File: config.mk
export PLATFORM = sky130hd
export DESIGN_NAME = dmso_front
export DESIGN_NICKNAME = d
export VERILOG_FILES = /design/src/rtl/dmso_pkg.sv /design/src/rtl/dmso_front.sv
export SDC_FILE = /design/constraint.sdc
export NUM_CORES = 1
export LEC_CHECK = 0
export BUFFER_PORTS_ARGS = -buffer_cell sky130_fd_sc_hd__buf_2
export CAP_MARGIN = 20
export CORE_MARGIN = 8
export CORE_UTILIZATION = 52
export DETAILED_ROUTE_END_ITERATION = 6
export PLACE_DENSITY = 0.8
export SLEW_MARGIN = 0
export SYNTH_ARGS = -nofsm -noshare
export SYNTH_HDL_FRONTEND = slang
export SYNTH_SLANG_ARGS = --single-unit
File: constraint.sdc
create_clock -name clk -period 6.23 [get_ports clk]
set_input_delay 1.246 -clock clk [delete_from_list [all_inputs] [get_ports clk]]
set_output_delay 1.246 -clock clk [all_outputs]
set_load 0.03 [all_outputs]
File: src/rtl/dmso_pkg.sv
// ============================================================================
// dmso_pkg
// Shared types, codes and fixed-point helpers of the dense matrix store.
// ============================================================================
`default_nettype none

package dmso_pkg;

    localparam int MAX_ROWS_DEF = 16;
    localparam int MAX_COLS_DEF = 16;
    localparam int FRAC_BITS    = 16;
    localparam int DATA_WIDTH   = 32;
    localparam int DW           = (DATA_WIDTH > 32) ? 32 : DATA_WIDTH;
    localparam int CNT_W        = 5;

    localparam logic [2:0] MODE_WRITE = 3'd0;
    localparam logic [2:0] MODE_READ  = 3'd1;
    localparam logic [2:0] MODE_SCALE = 3'd2;
    localparam logic [2:0] MODE_IDENT = 3'd3;
    localparam logic [2:0] MODE_VEC   = 3'd4;

    localparam logic [2:0] OP_WRITE = 3'd0;
    localparam logic [2:0] OP_READ  = 3'd1;
    localparam logic [2:0] OP_SCALE = 3'd2;
    localparam logic [2:0] OP_IDENT = 3'd3;
    localparam logic [2:0] OP_VEC   = 3'd4;
    localparam logic [2:0] OP_ERR   = 3'd5;

    localparam logic REG_ROW_COUNT = 1'b0;
    localparam logic REG_COL_COUNT = 1'b1;

    localparam logic signed [63:0] HALF_LSB =
        (FRAC_BITS > 0) ? (64'sd1 <<< (FRAC_BITS - 1)) : 64'sd0;
    localparam logic signed [63:0] ONE_SQ   = 64'sd1 <<< (2 * FRAC_BITS);
    localparam logic signed [63:0] I64_MAX  = {1'b0, {63{1'b1}}};
    localparam logic signed [63:0] I64_MIN  = {1'b1, {63{1'b0}}};
    localparam logic signed [63:0] DMAX     = (64'sd1 <<< (DW - 1)) - 64'sd1;
    localparam logic signed [63:0] DMIN     = -DMAX - 64'sd1;

    typedef struct packed {
        logic [2:0]         mode;
        logic [3:0]         row;
        logic [3:0]         col;
        logic signed [31:0] value;
        logic signed [31:0] scale;
    } in_item_t;

    typedef struct packed {
        logic signed [31:0] data;
        logic [3:0]         out_row;
        logic               status;
        logic               last;
    } out_item_t;

    typedef struct packed {
        logic [2:0]         op;
        logic [3:0]         row;
        logic [3:0]         col;
        logic signed [31:0] value;
        logic signed [31:0] scale;
    } cmd_t;

    function automatic logic signed [DW-1:0] sat_data(input logic signed [63:0] v);
        logic signed [DW-1:0] r;
        if (v > DMAX)
        begin
            r = DW'(DMAX);
        end
        else if (v < DMIN)
        begin
            r = DW'(DMIN);
        end
        else
        begin
            r = DW'(v);
        end
        return r;
    endfunction

    function automatic logic signed [DW-1:0] round_sat(input logic signed [63:0] v);
        logic signed [63:0] c;
        logic signed [63:0] s;
        c = (v > I64_MAX - HALF_LSB) ? (I64_MAX - HALF_LSB) : v;
        s = (c + HALF_LSB) >>> FRAC_BITS;
        return sat_data(s);
    endfunction

    function automatic logic signed [63:0] sat_add64(input logic signed [63:0] a,
                                                     input logic signed [63:0] b);
        logic signed [64:0] s;
        logic signed [63:0] r;
        s = 65'(a) + 65'(b);
        if (s[64] != s[63])
        begin
            r = s[64] ? I64_MIN : I64_MAX;
        end
        else
        begin
            r = s[63:0];
        end
        return r;
    endfunction

endpackage

`default_nettype wire

File: src/rtl/dmso_front.sv
// ============================================================================
// dmso_front
// Accepts items, checks their indexes and queues classified commands.
// ============================================================================
`default_nettype none

module dmso_front
    import dmso_pkg::*;
(
    input  wire logic             clk,
    input  wire logic             rst_n,
    input  wire logic             cmd_valid,
    output logic                  cmd_stall,
    input  wire in_item_t         cmd,
    input  wire logic [CNT_W-1:0] row_count,
    input  wire logic [CNT_W-1:0] col_count,
    input  wire logic             clearing,
    output logic                  q_valid,
    output cmd_t                  q_item,
    input  wire logic             q_pop
);

    cmd_t       entry_reg [2];
    logic       wptr_reg, wptr_next;
    logic       rptr_reg, rptr_next;
    logic [1:0] count_reg, count_next;
    logic       push;
    logic       row_ok, col_ok;
    cmd_t       cls;

    assign cmd_stall = (count_reg == 2'd2) || clearing;
    assign push      = cmd_valid && !cmd_stall;
    assign q_valid   = (count_reg != 2'd0);
    assign q_item    = entry_reg[rptr_reg];

    assign row_ok = ({1'b0, cmd.row} < row_count);
    assign col_ok = ({1'b0, cmd.col} < col_count);

    always_comb
    begin
        cls.row   = cmd.row;
        cls.col   = cmd.col;
        cls.value = cmd.value;
        cls.scale = cmd.scale;
        unique case (cmd.mode)
            MODE_WRITE: cls.op = (row_ok && col_ok) ? OP_WRITE : OP_ERR;
            MODE_READ:  cls.op = (row_ok && col_ok) ? OP_READ : OP_ERR;
            MODE_SCALE: cls.op = (row_ok && col_ok) ? OP_SCALE : OP_ERR;
            MODE_IDENT: cls.op = OP_IDENT;
            MODE_VEC:   cls.op = col_ok ? OP_VEC : OP_ERR;
            default:    cls.op = OP_ERR;
        endcase
    end

    always_comb
    begin
        wptr_next  = wptr_reg;
        rptr_next  = rptr_reg;
        count_next = count_reg;
        if (push)
        begin
            wptr_next = ~wptr_reg;
        end
        if (q_pop)
        begin
            rptr_next = ~rptr_reg;
        end
        if (push && !q_pop)
        begin
            count_next = count_reg + 2'd1;
        end
        else if (q_pop && !push)
        begin
            count_next = count_reg - 2'd1;
        end
    end

    always_ff @(posedge clk or negedge rst_n)
    begin
        if (!rst_n)
        begin
            wptr_reg  <= 1'b0;
            rptr_reg  <= 1'b0;
            count_reg <= 2'd0;
        end
        else
        begin
            wptr_reg  <= wptr_next;
            rptr_reg  <= rptr_next;
            count_reg <= count_next;
        end
    end

    always_ff @(posedge clk)
    begin
        if (push)
        begin
            entry_reg[wptr_reg] <= cls;
        end
    end

endmodule

`default_nettype wire

==> qor.csv, run 1 <==
metric,value,unit
Seq cells post-synth,154,
worst slew pin tran,1.05,ns
Min-Delay Path Class,flip-flop to flip-flop,
met2 global-route usage,27.0,%
"commonest non-fill, non-tap cell in the layout",buf_2,
WL/cell,18.1,µm
Syn Nets,386,
setup violators final,0,
worst relative slew slack,29.9,%
"Slew Viols, Final",0,
gr ovfl total,0,
largest net degree at the start of global routing,77,
via count,3130,
design area,7390,µm²
H-tree levels,4,
CP required,4.98,ns
sequential share of the synthesized area,78.9,%
first-pass GRT wire length,17500,µm
met1 Use GR,16.7,%
CTS Buffer Depth,2,
initial core utilization,53.6,%
Die Height,122,µm
yosys warns,0,
"commonest cells after routing, fill and taps aside","buf_2 (166), edfxtp_1 (150), mux2_2 (75)",
Worst-path clk slew,0.06,ns
total CTS buffers,17,
Final Critical Period,3.49,ns
fin crit share,56.0,%
RSZ-0062 raised after global routing,false,
routability cong.,0.741,
Fmax,0.287,GHz
Antenna Nets Post-Route,0,
CP Class,flip-flop to output pin,
CP Launch Type,flip-flop,
Routed WL,11200,µm
Root Buffer,clkbuf_8,
Leak,2.83,nW
Netlist cell types,24,
crit end category,output pin,
final hold violations,0,
Most Crowded Layer GR,met2,
status,"complete, no violations",
Placed Area,6820,µm²
DRT Pass-1 Iters,5,
# rows,38,
"Setup Fix Bufs, Post-CTS",0,
WHS,0.510,ns
port buffer count,166,
CTS tree,done,
setup skew after layout,0.0104,ns
DP HPWL,7680,µm
# DRC,0,
I/O pin cnt,167,
Peak VDD IR,0.234,mV
area delta synth->final,26.5,%
Nets,565,
initial antenna violation count,3,
GRT met3 Usage,4.63,%
Via density,5.03,
vias in the first global route,3516,
arrival time of the worst setup path,2.24,ns
Pwr Density,451,nW/µm²
die area,14900,µm²
hold buffers post-CTS,0,
GRT Resource Usage Total,15.6,%
Synth Instances,289,
syn_area_per_cell,20.2,µm²
setup TNS,0,ns
post_cts resized,0,
Placeable Area,10900,µm²
initial drt markers,189,
"Max FO, Critical Path",76,
Die Width,122,µm
fraction of layout instances using a drive strength above 1,57.3,%
Clock Sinks,154,
Clock Latency Late Sink,0.51,ns
max FFs per register,150,
Mapped Area,5840,µm²
# Max-Cap Violations,0,
[through the flow]
| stage | setup slack [ns] | power, mW | utilization [%] | instances |
|---|---|---|---|---|
| floorplan | 1.05 | 2.15 | - | 289 |
| global placement | 2.71 | 2.41 | 62.6 | 588 |
| detailed placement | 2.66 | 2.43 | 62.6 | 588 |
| CTS | 2.67 | 3.37 | 67.6 | 619 |
| global route | 2.61 | 3.47 | 67.8 | 622 |
| finish | 2.74 | 3.33 | 67.8 | 622 |
[routing by layer]
metal	vias up	part of all wire, %
met5	-	0.11
met3	18	7.1
li1	1486	-
met1	1514	38
met4	2	1.6
met2	110	53
[synthesized netlist by cell type (all sizes together)]
| cell type | count | area share (%) |
|---|---|---|
| or4b | 1 | 0.17 |
| a22oi | 1 | 0.13 |
| buf | 8 | 0.86 |
| a221o | 1 | 0.17 |
| nor2 | 4 | 0.26 |
| nand2 | 2 | 0.13 |
| a21oi | 3 | 0.26 |
| ha | 7 | 1.5 |
| xor2 | 3 | 0.45 |
| and3 | 1 | 0.11 |
| mux2 | 75 | 14 |
| a2111oi | 1 | 0.15 |
| or2 | 1 | 0.11 |
| nor3 | 3 | 0.34 |
| inv | 15 | 0.96 |
| dfrtp | 4 | 1.7 |
| edfxtp | 150 | 77 |
| a221oi | 2 | 0.30 |
| xnor2 | 2 | 0.30 |
| nand2b | 1 | 0.11 |
| o21ai | 4 | 0.34 |
[cells by family after synthesis]
logic type / Yosys count / synth area share [%]
DFF: 154 / 78.9
muxes: 75 / 14.5
buffers and inverters: 23 / 1.82
and+or+nand+nor: 13 / 1.22
AOI/OAI and AO/OA: 12 / 1.35
adders and majority gates: 7 / 1.50
xor gates and xnor gates: 5 / 0.750
[final cells by class]
cell class | count | area, µm²
tap | 140 | 175
inverter | 15 | 56.3
fill | 756 | 3500
clock inverter | 13 | 126
multi-input combinational | 112 | 1140
timing repair buffer | 168 | 858
sequential | 154 | 4610
clock buffer | 18 | 418
antenna | 2 | 5.00
[path summary, 6_finish.rpt]
| path | endpoint | slack, ns | cells after the start | from |
|---|---|---|---|---|
| worst max register to register | entry_reg[0][18]$_DFFE_PP_ | 4.08 | 6 | count_reg[0]$_DFFE_PN0P_ |
| worst min register to register | count_reg[1]$_DFFE_PN0P_ | 0.51 | 1 | count_reg[1]$_DFFE_PN0P_ |
| worst min-delay path | count_reg[1]$_DFFE_PN0P_ | 0.51 | 1 | count_reg[1]$_DFFE_PN0P_ |
| worst max-delay path | q_item[50] | 2.74 | 2 | rptr_reg$_DFFE_PN0P_ |
| max in group asynchronous | rptr_reg$_DFFE_PN0P_ | 5.55 | 1 | rst_n |
| min in group asynchronous | count_reg[1]$_DFFE_PN0P_ | 0.53 | 1 | rst_n |
[critical path, cell delays in order (launching register included)]
cell and delay, ns:
dfrtp_4 1.09, mux2_2 0.43, buf_2 0.18
[power by group]
part	switching (mW)	internal [mW]
Sequential	0.131	1.29
Clock	0.374	0.562
Combinational	0.600	0.371
Total	1.11	2.23
No activity file was read; power rests on OpenSTA's default activity.
==> run 2: changes to the inputs <==
--- a/config.mk
+++ b/config.mk
@@ -8,9 +8,9 @@
 export BUFFER_PORTS_ARGS = -buffer_cell sky130_fd_sc_hd__buf_2
 export CAP_MARGIN = 20
 export CORE_MARGIN = 8
-export CORE_UTILIZATION = 52
+export CORE_UTILIZATION = 47
 export DETAILED_ROUTE_END_ITERATION = 6
-export PLACE_DENSITY = 0.8
+export PLACE_DENSITY = 0.76
 export SLEW_MARGIN = 0
 export SYNTH_ARGS = -nofsm -noshare
 export SYNTH_HDL_FRONTEND = slang
==> constraint.sdc (replaced) <==
create_clock -name clk -period 3.15 [get_ports clk]
set_input_delay 0.63 -clock clk [delete_from_list [all_inputs] [get_ports clk]]
set_output_delay 0.63 -clock clk [all_outputs]
set_load 0.03 [all_outputs]
==> run 2 against run 1 <==
Global-route usage fell by 1.1 points. Clock power rose by 110%. Hold slack got worse by 0.10 ns. Power rose by 100%. First-iteration DRC count fell by 18%. Final area rose by 1.3%. Sequential share of layout area fell by 0.81 points. Utilization fell by 5.8 points. Die area rose by 9.2%. Register-to-register slack got worse by 2.9 ns. Largest power group unchanged. Highest routed layer unchanged.
==> qor.csv, run 2 (synthesis results as in run 1) <==
metric,value,unit,change
Placeable Area,12100,µm²,+11%
# DRC,0,,unchanged
hold path cells,1,,unchanged
"Slew Viols, Final",0,,unchanged
Final Critical Period,2.63,ns,
H-tree levels,4,,unchanged
Antenna Nets Post-Route,0,,unchanged
status,"complete, no violations",,
Clock Sinks,154,,unchanged
WL met2,5760,µm,-3.8%
die area,16200,µm²,+9.2%
fraction of layout instances using a drive strength above 1,56.5,%,-0.80 points
via count,3178,,+1.5%
Pwr Density,896,nW/µm²,+99%
Finished Layout Cells,653,,+5.0%
port buffer count,166,,unchanged
CTS Buffer Depth,2,,unchanged
area delta synth->final,28.2,%,
# Max-Cap Violations,0,,unchanged
WHS Endpoint,entry_reg[1][0]$_DFFE_PP_,,
Fmax,0.381,GHz,
crit end category,output pin,,
WL/cell,17.4,µm,-3.5%
Peak VDD IR,0.474,mV,+100%
Root Buffer,clkbuf_16,,
initial antenna violation count,1,,-2
CP required,2.52,ns,-2.46 ns
routability cong.,0.727,,-1.9%
I/O pin cnt,167,,unchanged
critical-path cell list,buf_12 -> mux2_2 -> buf_2,,
GRT Resource Usage Total,14.4,%,-1.1 points
Min-Delay Path Class,input port to flip-flop,,
fin crit share,83.4,%,
gr ovfl total,0,,unchanged
Setup crit start,rptr_reg$_DFFE_PN0P_,,
Max Used Layer,met5,,
CTS tree,done,,
Hold Startpoint,cmd[0],,
setup TNS,0,ns,unchanged
Clock Latency Late Sink,0.41,ns,-0.10 ns
Nets,569,,+0.71%
DP HPWL,8090,µm,+5.3%
worst relative slew slack,59.8,%,+30 points
n_diodes,0,,-2
Worst-path clk slew,0.05,ns,about the same
largest net degree at the start of global routing,44,,-43%
FF-to-FF End,entry_reg[1][73]$_DFFE_PP_,,
initial drt markers,155,,-18%
reg2reg path depth,4,,-2
Met3 Wirelength,998,µm,+25%
Die Width,127,µm,+4.5%
"commonest cells after routing, fill and taps aside","buf_2 (166), edfxtp_1 (150), mux2_2 (75)",,
reg-to-reg startpoint,count_reg[0]$_DFFE_PN0P_,,
initial core utilization,48.4,%,-5.2 points
fill cell count,905,,+20%
slowest cell delay on critical path,0.74,ns,-0.35 ns
final hold violations,0,,unchanged
Die Height,127,µm,+4.5%
setup violators final,0,,unchanged
DRT Pass-1 Iters,6,,+1
CP Launch Type,flip-flop,,
Via density,4.87,,-3.3%
"Max FO, Critical Path",36,,-53%
Leak,2.87,nW,+1.3%
CP Class,flip-flop to output pin,,
arrival time of the worst setup path,2.00,ns,-0.24 ns
worst slew pin tran,0.603,ns,-0.449 ns
# rows,40,,+5.3%
"Setup Fix Bufs, Post-CTS",0,,unchanged
first-pass GRT wire length,17700,µm,+1.2%
"commonest non-fill, non-tap cell in the layout",buf_2,,
setup skew after layout,0.00569,ns,-0.00473 ns
max FFs per register,150,,unchanged
metal1 wirelength,4400,µm,+3.6%
placed instance count,620,,+5.4%
RSZ-0062 raised after global routing,false,,
Routed WL,11400,µm,+1.3%
reg2reg setup slack,1.22,ns,-2.86 ns
vias in the first global route,3629,,+3.2%
"slowest stage cell, crit path",dfrtp_4,,
total CTS buffers,17,,unchanged
## run 2: layer usage
layer / vias up / global-route usage [%]
met5: - / 0
met4: 2 / 6.30
met3: 17 / 5.99
met2: 124 / 25.0
met1: 1538 / 15.2
li1: 1497 / -
## run 2: report_power, final
part           internal (mW)  total, mW  switching [mW]
Sequential              2.56       2.72           0.160
Clock                   1.22       1.93           0.709
Combinational          0.763       2.05            1.29
## run 2: cell type report
| cell class | count | area, µm² | share of cell area, % |
|---|---|---|---|
| clock buffers | 20 | 437 | 5.84 |
| repair buffers | 172 | 903 | 12.1 |
| well taps | 168 | 210 | 2.81 |
| multi-input cells | 112 | 1140 | 15.2 |
| inverters | 15 | 56.3 | 0.752 |
| flip-flops and latches | 154 | 4610 | 61.6 |
| clock inverters | 12 | 130 | 1.74 |
## run 2: how the worst max path moves through the flow
stage / end / slack (ns) / cells past startpoint
after floorplan: entry_reg[1][0]$_DFFE_PP_ / 0.08 / 2
after global placement: q_item[56] / 0.93 / 3
after detailed placement: q_item[56] / 0.92 / 3
after CTS: q_item[56] / 0.47 / 3
after global routing: q_item[62] / 0.42 / 3
final: q_item[37] / 0.52 / 3
## run 2: worst max-delay path: cells and delay by family (launching register included)
family	cells	cell delay, ns
buf+inv	2	0.45
flops	1	0.74
mux	1	0.37
## run 2: repair_timing
item                      CTS  global route
gates resized for setup     0             0
hold endpoints to repair    4             0
hold buffers                1             0
## run 2: per-stage QoR
step                worst slack, ns  total power [mW]  hold slack [ns]  instance area (µm²)  util (%)
floorplan                    0.0753              4.25            0.334                 5840         -
global placement              0.926              4.81            0.437                 6910      57.3
detailed placement            0.924              4.85            0.441                 6910      57.3
CTS                           0.474              6.79            0.383                 7480      62.0
global route                  0.420              6.98            0.388                 7480      62.0
finish                        0.523              6.70            0.405                 7480      62.0
